### config.mk
export PLATFORM = sky130hd
export DESIGN_NAME = hid_report_refcount_aggregator_flat
export DESIGN_NICKNAME = d
export VERILOG_FILES = /design/src/rtl/hra_pkg.sv /design/src/rtl/hra_in_if.sv /design/src/rtl/hra_out_if.sv /design/src/rtl/hra_ram.sv /design/src/rtl/hra_sat.sv /design/src/rtl/hid_report_refcount_aggregator.sv /design/src/flat_wrapper.sv
export SDC_FILE = /design/constraint.sdc
export NUM_CORES = 1
export LEC_CHECK = 0
export ABC_CLOCK_PERIOD_IN_PS = 4800
export BUFFER_PORTS_ARGS = -buffer_cell sky130_fd_sc_hd__buf_4
export CAP_MARGIN = 10
export CORE_MARGIN = 1
export CORE_UTILIZATION = 50
export DETAILED_ROUTE_END_ITERATION = 8
export GPL_ROUTABILITY_DRIVEN = 0
export PLACE_DENSITY = 0.72
export SYNTH_ARGS = -nofsm -noshare
export SYNTH_HDL_FRONTEND = slang
export SYNTH_SLANG_ARGS = --single-unit
### constraint.sdc
create_clock -name clk -period 4.8 [get_ports clk]
set_input_delay 0.48 -clock clk [delete_from_list [all_inputs] [get_ports clk]]
set_output_delay 0.48 -clock clk [all_outputs]
set_load 0.05 [all_outputs]
### src/rtl/hra_pkg.sv
// ---------------------------------------------------------------------------
// hra_pkg
// Widths, op codes and limits shared by the report aggregator files.
// ---------------------------------------------------------------------------
`default_nettype none

package hra_pkg;

    localparam int COUNT_W         = 8;
    localparam int KEY_W           = 8;
    localparam int MOD_BITS        = 8;
    localparam int BTN_BITS        = 5;
    localparam int FLAG_BITS       = MOD_BITS + BTN_BITS;
    localparam int FLAG_IDX_W      = 4;
    localparam int MAX_REPORT_KEYS = 6;
    localparam int TOTAL_W         = 3;

    localparam logic [COUNT_W-1:0] COUNT_MAX = 8'hFF;

    localparam logic [1:0] OP_KEY   = 2'd0;
    localparam logic [1:0] OP_MOUSE = 2'd1;
    localparam logic [1:0] OP_CLEAR = 2'd2;

endpackage

`default_nettype wire

### src/rtl/hra_in_if.sv
// ---------------------------------------------------------------------------
// hra_in_if
// Event channel: key, mouse-button or release-all transactions.
// ---------------------------------------------------------------------------
`default_nettype none

interface hra_in_if;
    logic       valid;
    logic       ready;
    logic [1:0] op;
    logic       pressed;
    logic [7:0] keycode;
    logic [7:0] modifier_mask;
    logic [4:0] mouse_mask;

    modport source (output valid, op, pressed, keycode, modifier_mask, mouse_mask,
                    input ready);
    modport sink   (input valid, op, pressed, keycode, modifier_mask, mouse_mask,
                    output ready);
endinterface

`default_nettype wire

### src/rtl/hra_out_if.sv
// ---------------------------------------------------------------------------
// hra_out_if
// Report channel: one keyboard and mouse report per transaction.
// ---------------------------------------------------------------------------
`default_nettype none

interface hra_out_if;
    logic       valid;
    logic       ready;
    logic [7:0] modifiers;
    logic [7:0] report_key_0;
    logic [7:0] report_key_1;
    logic [7:0] report_key_2;
    logic [7:0] report_key_3;
    logic [7:0] report_key_4;
    logic [7:0] report_key_5;
    logic [2:0] live_key_total;
    logic [4:0] mouse_buttons;

    modport source (output valid, modifiers, report_key_0, report_key_1, report_key_2,
                    report_key_3, report_key_4, report_key_5, live_key_total,
                    mouse_buttons, input ready);
    modport sink   (input valid, modifiers, report_key_0, report_key_1, report_key_2,
                    report_key_3, report_key_4, report_key_5, live_key_total,
                    mouse_buttons, output ready);
endinterface

`default_nettype wire

### src/rtl/hra_ram.sv
// ---------------------------------------------------------------------------
// hra_ram
// Generic single-write, single-read RAM with registered read data.
// ---------------------------------------------------------------------------
`default_nettype none

module hra_ram #(
    parameter int WIDTH = 16,
    parameter int DEPTH = 16,
    parameter int AW    = (DEPTH > 1) ? $clog2(DEPTH) : 1
) (
    input  wire logic             clk,
    input  wire logic             we,
    input  wire logic [AW-1:0]    waddr,
    input  wire logic [WIDTH-1:0] wdata,
    input  wire logic [AW-1:0]    raddr,
    output logic      [WIDTH-1:0] rdata
);

    logic [WIDTH-1:0] mem [DEPTH];
    logic [WIDTH-1:0] rdata_reg;

    always_ff @(posedge clk)
    begin
        if (we)
        begin
            mem[waddr] <= wdata;
        end
        rdata_reg <= mem[raddr];
    end

    assign rdata = rdata_reg;

endmodule

`default_nettype wire

### src/rtl/hra_sat.sv
// ---------------------------------------------------------------------------
// hra_sat
// Shared saturating up/down counter step for slots, modifiers and buttons.
// ---------------------------------------------------------------------------
`default_nettype none

module hra_sat (
    input  wire logic [hra_pkg::COUNT_W-1:0] value,
    input  wire logic                        up,
    output logic      [hra_pkg::COUNT_W-1:0] result
);

    always_comb
    begin
        if (up)
        begin
            result = (value == hra_pkg::COUNT_MAX) ? value : value + 1'b1;
        end
        else
        begin
            result = (value == '0) ? value : value - 1'b1;
        end
    end

endmodule

`default_nettype wire

### src/rtl/hid_report_refcount_aggregator.sv
// ---------------------------------------------------------------------------
// hid_report_refcount_aggregator
// Reference-counted HID keyboard and mouse report builder.
// ---------------------------------------------------------------------------
// Takes one event transaction at a time and returns one report transaction
// per event. Keycode slots live in a RAM (NUM_SLOTS entries) whose one read
// port, together with one shared saturating counter, sets the timing. A key
// action with a nonzero keycode runs a walk of the slots for a match, one
// write, eight modifier steps, a second walk to build the report and a
// publish step. A key action with keycode zero skips the first walk and the
// write, a mouse action runs the button steps, the report walk and the
// publish step, and release-all or an unused op runs only the report walk
// and the publish step. A report still waiting in the output register holds
// the block in its publish step until it is taken. The event side is ready
// again as soon as the report sits in the output register. No clearing pass
// after reset: per-slot valid flops clear at once.
`default_nettype none

module hid_report_refcount_aggregator #(
    parameter int NUM_SLOTS   = 16,
    parameter int REPORT_KEYS = 6
) (
    input  wire logic clk,
    input  wire logic rst_n,
    hra_in_if.sink    evt,
    hra_out_if.source rpt
);

    localparam int IDX_W  = (NUM_SLOTS > 1) ? $clog2(NUM_SLOTS) : 1;
    localparam int CNT_W  = $clog2(NUM_SLOTS + 1);
    localparam int SLOT_W = hra_pkg::KEY_W + hra_pkg::COUNT_W;
    localparam int NKEYS  = hra_pkg::MAX_REPORT_KEYS;
    localparam int FLG    = hra_pkg::FLAG_BITS;
    localparam int FIW    = hra_pkg::FLAG_IDX_W;
    localparam int CW     = hra_pkg::COUNT_W;
    localparam int KW     = hra_pkg::KEY_W;
    localparam int TW     = hra_pkg::TOTAL_W;

    localparam logic [CNT_W-1:0] SLOT_END  = CNT_W'(NUM_SLOTS);
    localparam logic [TW-1:0]    KEY_LIMIT = TW'(REPORT_KEYS);
    localparam logic [2:0]       MOD_LAST  = 3'(hra_pkg::MOD_BITS - 1);
    localparam logic [2:0]       BTN_LAST  = 3'(hra_pkg::BTN_BITS - 1);
    localparam logic [FIW-1:0]   BTN_BASE  = FIW'(hra_pkg::MOD_BITS);

    typedef enum logic [5:0] {
        ST_IDLE    = 6'b000001,
        ST_SCAN    = 6'b000010,
        ST_SLOT_WR = 6'b000100,
        ST_BITS    = 6'b001000,
        ST_REPORT  = 6'b010000,
        ST_PUBLISH = 6'b100000
    } state_t;

    // control state
    state_t               state_reg,   state_next;
    logic [NUM_SLOTS-1:0] valid_reg,   valid_next;
    logic [CW-1:0]        cnt_reg [FLG];
    logic [CW-1:0]        cnt_next [FLG];
    logic [FLG-1:0]       flags_reg,   flags_next;
    logic [CNT_W-1:0]     rd_cnt_reg,  rd_cnt_next;
    logic                 chk_vld_reg, chk_vld_next;
    logic [2:0]           bit_cnt_reg, bit_cnt_next;
    logic                 match_found_reg, match_found_next;
    logic                 free_found_reg,  free_found_next;
    logic [TW-1:0]        total_reg,   total_next;
    logic                 out_vld_reg, out_vld_next;

    // payload
    logic                 press_reg,     press_next;
    logic [KW-1:0]        key_reg,       key_next;
    logic [7:0]           mask_reg,      mask_next;
    logic [FIW-1:0]       base_reg,      base_next;
    logic [2:0]           limit_reg,     limit_next;
    logic [IDX_W-1:0]     chk_idx_reg,   chk_idx_next;
    logic [IDX_W-1:0]     match_idx_reg, match_idx_next;
    logic [CW-1:0]        match_cnt_reg, match_cnt_next;
    logic [IDX_W-1:0]     free_idx_reg,  free_idx_next;
    logic [KW-1:0]        keys_reg [NKEYS];
    logic [KW-1:0]        keys_next [NKEYS];
    logic [7:0]           out_mod_reg,   out_mod_next;
    logic [KW-1:0]        out_keys_reg [NKEYS];
    logic [KW-1:0]        out_keys_next [NKEYS];
    logic [TW-1:0]        out_total_reg, out_total_next;
    logic [4:0]           out_btn_reg,   out_btn_next;

    // RAM and shared counter
    logic                 ram_we;
    logic [IDX_W-1:0]     ram_waddr;
    logic [SLOT_W-1:0]    ram_wdata;
    logic [SLOT_W-1:0]    ram_rdata;
    logic [CW-1:0]        sat_in;
    logic [CW-1:0]        sat_out;

    logic [KW-1:0]        slot_code;
    logic [CW-1:0]        slot_cnt;
    logic                 slot_live;
    logic [FIW-1:0]       flag_idx;
    logic                 walk_start;

    hra_ram #(
        .WIDTH (SLOT_W),
        .DEPTH (NUM_SLOTS),
        .AW    (IDX_W)
    ) u_slot_ram (
        .clk   (clk),
        .we    (ram_we),
        .waddr (ram_waddr),
        .wdata (ram_wdata),
        .raddr (rd_cnt_reg[IDX_W-1:0]),
        .rdata (ram_rdata)
    );

    hra_sat u_sat (
        .value  (sat_in),
        .up     (press_reg),
        .result (sat_out)
    );

    // a slot never written since reset or release-all reads as empty
    assign slot_code = valid_reg[chk_idx_reg] ? ram_rdata[SLOT_W-1:CW] : '0;
    assign slot_cnt  = valid_reg[chk_idx_reg] ? ram_rdata[CW-1:0] : '0;
    assign slot_live = (slot_cnt != '0);
    assign flag_idx  = {1'b0, bit_cnt_reg} + base_reg;

    always_comb
    begin
        state_next       = state_reg;
        valid_next       = valid_reg;
        cnt_next         = cnt_reg;
        flags_next       = flags_reg;
        rd_cnt_next      = rd_cnt_reg;
        chk_vld_next     = chk_vld_reg;
        bit_cnt_next     = bit_cnt_reg;
        match_found_next = match_found_reg;
        free_found_next  = free_found_reg;
        total_next       = total_reg;
        out_vld_next     = out_vld_reg && !rpt.ready;
        press_next       = press_reg;
        key_next         = key_reg;
        mask_next        = mask_reg;
        base_next        = base_reg;
        limit_next       = limit_reg;
        chk_idx_next     = chk_idx_reg;
        match_idx_next   = match_idx_reg;
        match_cnt_next   = match_cnt_reg;
        free_idx_next    = free_idx_reg;
        keys_next        = keys_reg;
        out_mod_next     = out_mod_reg;
        out_keys_next    = out_keys_reg;
        out_total_next   = out_total_reg;
        out_btn_next     = out_btn_reg;
        ram_we           = 1'b0;
        ram_waddr        = match_idx_reg;
        ram_wdata        = '0;
        sat_in           = cnt_reg[flag_idx];

        unique case (state_reg)
            ST_IDLE:
            begin
                if (evt.valid)
                begin
                    press_next       = evt.pressed;
                    key_next         = evt.keycode;
                    bit_cnt_next     = '0;
                    match_found_next = 1'b0;
                    free_found_next  = 1'b0;
                    total_next       = '0;
                    for (int k = 0; k < NKEYS; k++)
                    begin
                        keys_next[k] = '0;
                    end
                    priority if (evt.op == hra_pkg::OP_KEY)
                    begin
                        mask_next  = evt.modifier_mask;
                        base_next  = '0;
                        limit_next = MOD_LAST;
                        state_next = (evt.keycode != '0) ? ST_SCAN : ST_BITS;
                    end
                    else if (evt.op == hra_pkg::OP_MOUSE)
                    begin
                        mask_next  = {3'b000, evt.mouse_mask};
                        base_next  = BTN_BASE;
                        limit_next = BTN_LAST;
                        state_next = ST_BITS;
                    end
                    else if (evt.op == hra_pkg::OP_CLEAR)
                    begin
                        valid_next = '0;
                        flags_next = '0;
                        for (int f = 0; f < FLG; f++)
                        begin
                            cnt_next[f] = '0;
                        end
                        state_next = ST_REPORT;
                    end
                    else
                    begin
                        state_next = ST_REPORT;
                    end
                end
            end

            ST_SCAN:
            begin
                chk_vld_next = (rd_cnt_reg != SLOT_END);
                chk_idx_next = rd_cnt_reg[IDX_W-1:0];
                if (rd_cnt_reg != SLOT_END)
                begin
                    rd_cnt_next = rd_cnt_reg + 1'b1;
                end
                if (chk_vld_reg)
                begin
                    if (!match_found_reg && slot_live && (slot_code == key_reg))
                    begin
                        match_found_next = 1'b1;
                        match_idx_next   = chk_idx_reg;
                        match_cnt_next   = slot_cnt;
                    end
                    if (!free_found_reg && !slot_live)
                    begin
                        free_found_next = 1'b1;
                        free_idx_next   = chk_idx_reg;
                    end
                    if (rd_cnt_reg == SLOT_END)
                    begin
                        state_next = ST_SLOT_WR;
                    end
                end
            end

            ST_SLOT_WR:
            begin
                sat_in = match_cnt_reg;
                priority if (match_found_reg)
                begin
                    ram_we    = 1'b1;
                    ram_waddr = match_idx_reg;
                    ram_wdata = (sat_out == '0) ? '0 : {key_reg, sat_out};
                end
                else if (press_reg && free_found_reg)
                begin
                    ram_we                   = 1'b1;
                    ram_waddr                = free_idx_reg;
                    ram_wdata                = {key_reg, CW'(1)};
                    valid_next[free_idx_reg] = 1'b1;
                end
                else
                begin
                    // table full, or release of a key not held: drop
                    ram_we = 1'b0;
                end
                state_next = ST_BITS;
            end

            ST_BITS:
            begin
                if (mask_reg[bit_cnt_reg])
                begin
                    cnt_next[flag_idx]   = sat_out;
                    flags_next[flag_idx] = (sat_out != '0);
                end
                if (bit_cnt_reg == limit_reg)
                begin
                    state_next = ST_REPORT;
                end
                else
                begin
                    bit_cnt_next = bit_cnt_reg + 1'b1;
                end
            end

            ST_REPORT:
            begin
                chk_vld_next = (rd_cnt_reg != SLOT_END);
                chk_idx_next = rd_cnt_reg[IDX_W-1:0];
                if (rd_cnt_reg != SLOT_END)
                begin
                    rd_cnt_next = rd_cnt_reg + 1'b1;
                end
                if (chk_vld_reg)
                begin
                    if (slot_live && (total_reg < KEY_LIMIT))
                    begin
                        keys_next[total_reg] = slot_code;
                        total_next           = total_reg + 1'b1;
                    end
                    if (rd_cnt_reg == SLOT_END)
                    begin
                        state_next = ST_PUBLISH;
                    end
                end
            end

            ST_PUBLISH:
            begin
                // hold until the output register is free or being emptied
                if (!out_vld_reg || rpt.ready)
                begin
                    out_vld_next   = 1'b1;
                    out_mod_next   = flags_reg[hra_pkg::MOD_BITS-1:0];
                    out_btn_next   = flags_reg[FLG-1:hra_pkg::MOD_BITS];
                    out_keys_next  = keys_reg;
                    out_total_next = total_reg;
                    state_next     = ST_IDLE;
                end
            end

            default:
            begin
                state_next = ST_IDLE;
            end
        endcase

        // restart the slot walk on entry to either walk state
        walk_start = (state_next != state_reg) &&
                     ((state_next == ST_SCAN) || (state_next == ST_REPORT));
        if (walk_start)
        begin
            rd_cnt_next  = '0;
            chk_vld_next = 1'b0;
        end
    end

    always_ff @(posedge clk or negedge rst_n)
    begin
        if (!rst_n)
        begin
            state_reg       <= ST_IDLE;
            valid_reg       <= '0;
            flags_reg       <= '0;
            rd_cnt_reg      <= '0;
            chk_vld_reg     <= 1'b0;
            bit_cnt_reg     <= '0;
            match_found_reg <= 1'b0;
            free_found_reg  <= 1'b0;
            total_reg       <= '0;
            out_vld_reg     <= 1'b0;
            for (int f = 0; f < FLG; f++)
            begin
                cnt_reg[f] <= '0;
            end
        end
        else
        begin
            state_reg       <= state_next;
            valid_reg       <= valid_next;
            cnt_reg         <= cnt_next;
            flags_reg       <= flags_next;
            rd_cnt_reg      <= rd_cnt_next;
            chk_vld_reg     <= chk_vld_next;
            bit_cnt_reg     <= bit_cnt_next;
            match_found_reg <= match_found_next;
            free_found_reg  <= free_found_next;
            total_reg       <= total_next;
            out_vld_reg     <= out_vld_next;
        end
    end

    always_ff @(posedge clk)
    begin
        press_reg     <= press_next;
        key_reg       <= key_next;
        mask_reg      <= mask_next;
        base_reg      <= base_next;
        limit_reg     <= limit_next;
        chk_idx_reg   <= chk_idx_next;
        match_idx_reg <= match_idx_next;
        match_cnt_reg <= match_cnt_next;
        free_idx_reg  <= free_idx_next;
        keys_reg      <= keys_next;
        out_mod_reg   <= out_mod_next;
        out_keys_reg  <= out_keys_next;
        out_total_reg <= out_total_next;
        out_btn_reg   <= out_btn_next;
    end

    assign evt.ready          = (state_reg == ST_IDLE);
    assign rpt.valid          = out_vld_reg;
    assign rpt.modifiers      = out_mod_reg;
    assign rpt.report_key_0   = out_keys_reg[0];
    assign rpt.report_key_1   = out_keys_reg[1];
    assign rpt.report_key_2   = out_keys_reg[2];
    assign rpt.report_key_3   = out_keys_reg[3];
    assign rpt.report_key_4   = out_keys_reg[4];
    assign rpt.report_key_5   = out_keys_reg[5];
    assign rpt.live_key_total = out_total_reg;
    assign rpt.mouse_buttons  = out_btn_reg;

endmodule

`default_nettype wire

### src/flat_wrapper.sv
// flat-port wrapper written by rule: the top's interface ports become plain ports
module hid_report_refcount_aggregator_flat 
#(
    parameter int NUM_SLOTS   = 16,
    parameter int REPORT_KEYS = 6
)
  (clk, rst_n, evt_valid, evt_op, evt_pressed, evt_keycode, evt_modifier_mask, evt_mouse_mask, evt_ready, rpt_valid, rpt_modifiers, rpt_report_key_0, rpt_report_key_1, rpt_report_key_2, rpt_report_key_3, rpt_report_key_4, rpt_report_key_5, rpt_live_key_total, rpt_mouse_buttons, rpt_ready);
  hra_in_if evt_i ();
  hra_out_if rpt_i ();
  input  wire logic clk;
  input  wire logic rst_n;
  input wire logic [$bits(evt_i.valid)-1:0] evt_valid;
  input wire logic [$bits(evt_i.op)-1:0] evt_op;
  input wire logic [$bits(evt_i.pressed)-1:0] evt_pressed;
  input wire logic [$bits(evt_i.keycode)-1:0] evt_keycode;
  input wire logic [$bits(evt_i.modifier_mask)-1:0] evt_modifier_mask;
  input wire logic [$bits(evt_i.mouse_mask)-1:0] evt_mouse_mask;
  output wire logic [$bits(evt_i.ready)-1:0] evt_ready;
  output wire logic [$bits(rpt_i.valid)-1:0] rpt_valid;
  output wire logic [$bits(rpt_i.modifiers)-1:0] rpt_modifiers;
  output wire logic [$bits(rpt_i.report_key_0)-1:0] rpt_report_key_0;
  output wire logic [$bits(rpt_i.report_key_1)-1:0] rpt_report_key_1;
  output wire logic [$bits(rpt_i.report_key_2)-1:0] rpt_report_key_2;
  output wire logic [$bits(rpt_i.report_key_3)-1:0] rpt_report_key_3;
  output wire logic [$bits(rpt_i.report_key_4)-1:0] rpt_report_key_4;
  output wire logic [$bits(rpt_i.report_key_5)-1:0] rpt_report_key_5;
  output wire logic [$bits(rpt_i.live_key_total)-1:0] rpt_live_key_total;
  output wire logic [$bits(rpt_i.mouse_buttons)-1:0] rpt_mouse_buttons;
  input wire logic [$bits(rpt_i.ready)-1:0] rpt_ready;
  assign evt_i.valid = evt_valid;
  assign evt_i.op = evt_op;
  assign evt_i.pressed = evt_pressed;
  assign evt_i.keycode = evt_keycode;
  assign evt_i.modifier_mask = evt_modifier_mask;
  assign evt_i.mouse_mask = evt_mouse_mask;
  assign evt_ready = evt_i.ready;
  assign rpt_valid = rpt_i.valid;
  assign rpt_modifiers = rpt_i.modifiers;
  assign rpt_report_key_0 = rpt_i.report_key_0;
  assign rpt_report_key_1 = rpt_i.report_key_1;
  assign rpt_report_key_2 = rpt_i.report_key_2;
  assign rpt_report_key_3 = rpt_i.report_key_3;
  assign rpt_report_key_4 = rpt_i.report_key_4;
  assign rpt_report_key_5 = rpt_i.report_key_5;
  assign rpt_live_key_total = rpt_i.live_key_total;
  assign rpt_mouse_buttons = rpt_i.mouse_buttons;
  assign rpt_i.ready = rpt_ready;
  hid_report_refcount_aggregator #(.NUM_SLOTS(NUM_SLOTS), .REPORT_KEYS(REPORT_KEYS)) u_core (.clk(clk), .rst_n(rst_n), .evt(evt_i), .rpt(rpt_i));
endmodule
==> reports/metrics.yaml <==
hpwlAfterDp_um: 36190
fin_ws_ns: 0.2216
cts_tree: "done"
grt_pass1_wl_um: 88460
rr_startpoint: "u_core.bit_cnt_reg[0]"
route.detailed.drc: 0
drv_cap: 0
end_kind: "flop"
yosys_warnings: 0
diodes: 0
synth_ff_type: "edfxtp_1"
core_area_sq_um: 46950
finalNetCount: 1833
antenna_found_initial: 0
period_minus_slack_ns: 4.578
drive_above_1_share: 0.2054
crit_start: "u_core.bit_cnt_reg[0]"
leakagePower_uw: 0.009356
syn2layout_area_growth_pct: 14.11
die_h_um: 221
ant_nets: 0
viasPerCell: 6.024
ir_worst_vdd_v: 0.0003319
overflow: 0
clock_path_buffers: 3
io_buffers: 93
first_pass_iters: 6
synth_fp_nets: 1711
root_buffer: "clkbuf_16"
syn_area_per_cell_sq_um: 14.33
fin_skew_ns: 0.01825
clkSlewWorstSetupHoldPaths_ns: 0.07
hold_viol_final: 0
power_per_cell_area_nw_per_um2: 461.9
cts-buffers-inserted: 56
synthArstFlopShare: 0.2669
min_period_over_period: 0.9538
syn-cell-area_sq_um: 23980
top_level_ports: 94
cts.sinks: 577
wirelength_um: 56850
grt_max_degree: 83
fmax_mhz: 218.4
fin_util: 0.5828
max_slew_margin: 0.2681
drv_slew: 0
hold_ws_ns: 0.06362
worstHoldStart: "evt_keycode[2]"
dp_slack_ns: 0.2993
worstMarginPinSlew_ns: 1.096
critical_path_arrival_ns: 4.84
status: "completed"
cp_max_fo: 16
initial_utilization: 0.5108
largest_register_ffs: 256
ys_seq_area_frac: 0.6838
setup_viol: 0
power.total_uw: 12640
clk-insertion-delay-late_ns: 0.62
num_rows: 79
route.detailed.wl_per_inst_um: 23.23
rsz0062_at_grt: "true"
vias: 14740
cts_max_level: 2
synth-seq-cells: 577
dieArea_sq_um: 48840
first_iter_violations: 1594
worstPathRequired_ns: 5.06
die-width_um: 221
grtUsageTotal: 0.2374
cp-start-kind: "flop"
finalNonFillerCells: 2447
syn-instance-count: 1673
dp.cells: 2343
critical_path_class: "reg2reg"
synth_edf_count: 407
holdCritPathClass: "in2reg"
grt_pass1_vias: 14890
synth_cell_types: 78
[routing by layer]
layer / up-vias / routed length, um / GRT usage / part of all wire
met4: 0 / 2008 / 0.09249 / 0.035
met3: 130 / 4870 / 0.04940 / 0.086
li1: 6526 / - / - / -
met2: 717 / 26760 / 0.3739 / 0.47
met5: - / 0 / 0 / 0
met1: 7367 / 23210 / 0.3264 / 0.41
[critical path, cell delays in order (launching register included)]
cell and delay [ns]:
dfrtp_1 0.60, buf_4 0.23, buf_4 0.20, nor2b_1 0.23
a22oi_1 0.14, o2111ai_1 0.12, and2_1 0.28, ha_1 0.22
inv_1 0.09, a2111oi_4 0.25, nor4b_4 0.40, a21oi_1 0.17
o32ai_4 0.34, nand3_2 0.14, nor4b_4 0.25, buf_4 0.31
a21oi_2 0.23
[where the power goes]
part | internal, uW | total [uW] | switching [uW]
Combinational | 929 | 2310 | 1380
Clock | 2470 | 4320 | 1840
Sequential | 5710 | 6020 | 306
[path summary, 6_finish.rpt]
path	to	slack, ns	cells past startpoint
max in group asynchronous	u_core.bit_cnt_reg[1]	3.32	3
setup reg to reg	u_core.u_slot_ram.mem[2][9]	0.22	16
min in group asynchronous	u_core.cnt_reg[57]	0.48	2
hold reg to reg	u_core.rpt.report_key_3[7]	0.45	0
setup / recovery	u_core.u_slot_ram.mem[2][9]	0.22	16
hold / removal	u_core.key_reg[2]	0.06	1
[area by class of cell]
cell class                 count  area [sq um]
fill                        3517         19590
sequential                   577         16400
multi-input combinational    985          7172
clock buffer                  81          1526
timing repair buffer         155          1182
tap                          607         759.5
clock inverter                22         246.5
inverter                      20         75.07
[stage by stage]
step	area, sq um	setup TNS, ns
floorplan	23980	0
global placement	25550	0
detailed placement	25550	0
CTS	27340	0
global route	27370	-7.844
finish	27370	0
[synthesized netlist by cell type, drive strengths merged, types with 3 or more instances]
cell     number  area share
edfxtp      407        0.51
mux4         95       0.089
nand2       298       0.047
ha           10      0.0052
xor2         13      0.0047
or3           9      0.0026
a22oi         9      0.0030
nor2b         9      0.0023
o22ai         9      0.0023
nor3b         4      0.0013
dfrtp       153        0.16
or2           3     0.00078
o31ai         3     0.00094
nor3         21      0.0044
and2         25      0.0065
inv          19      0.0030
a211o         3      0.0011
nor4          7      0.0018
nand3        29      0.0063
clkbuf       61      0.0096
mux2i        34       0.014
and3         18      0.0047
a31oi        15      0.0039
nor2         67       0.010
nand2b        8      0.0021
nand4         7      0.0018
nand3b        6      0.0019
a21oi        85       0.019
mux2          7      0.0033
o21ai       121       0.027
or4b          3      0.0014
a22o         17      0.0062
dfxtp        16       0.013
xnor2         5      0.0018
nor4b         3      0.0023
buf          30      0.0073
a21o          4      0.0013
o2bb2ai       3      0.0011
[logic make-up (layout without fill, tap and decap cells)]
family | count (synthesis) | after routing | share of synthesized area
AO/OA/AOI/OAI | 295 | 295 | 0.07691
buffers and inverters | 111 | 278 | 0.01998
adder cells (fa/ha/maj) | 10 | 10 | 0.005218
AND/OR/NAND/NOR | 526 | 526 | 0.1009
multiplexers | 136 | 136 | 0.1067
XOR/XNOR | 18 | 18 | 0.006574
flip-flops | 577 | 577 | 0.6838
[layout by cell type, fill, tap and decap left out, types with 7 or more instances in the layout]
master and instances:
a22o_1 17, or3_1 8, nor3_1 21, mux4_2 95
clkbuf_1 23, clkbuf_16 57, mux2i_1 34, buf_4 152
xor2_1 13, a22oi_1 8, nand4_1 7, clkinv_2 7
nand2b_1 8, nor2b_1 9, clkinv_1 8, ha_1 10
o21ai_0 108, dfxtp_1 16, nand2_1 297, mux2_2 7
and3_1 18, dfrtp_1 150, and2_1 25, nand3_1 28
o22ai_1 8, a31oi_1 15, edfxtp_1 407, a21oi_1 76
o21ai_2 12, inv_1 19, nor2_1 62
[repair_timing]
| action | CTS | global route |
|---|---|---|
| hold endpoints to repair | 79 | 0 |
| resized for setup | 0 | 4 |
| setup buffers | 0 | 0 |
| endpoints found under the setup margin | 0 | 141 |
| hold buffers | 1 | 0 |
Note: power is estimated with default switching activity, not from simulation.
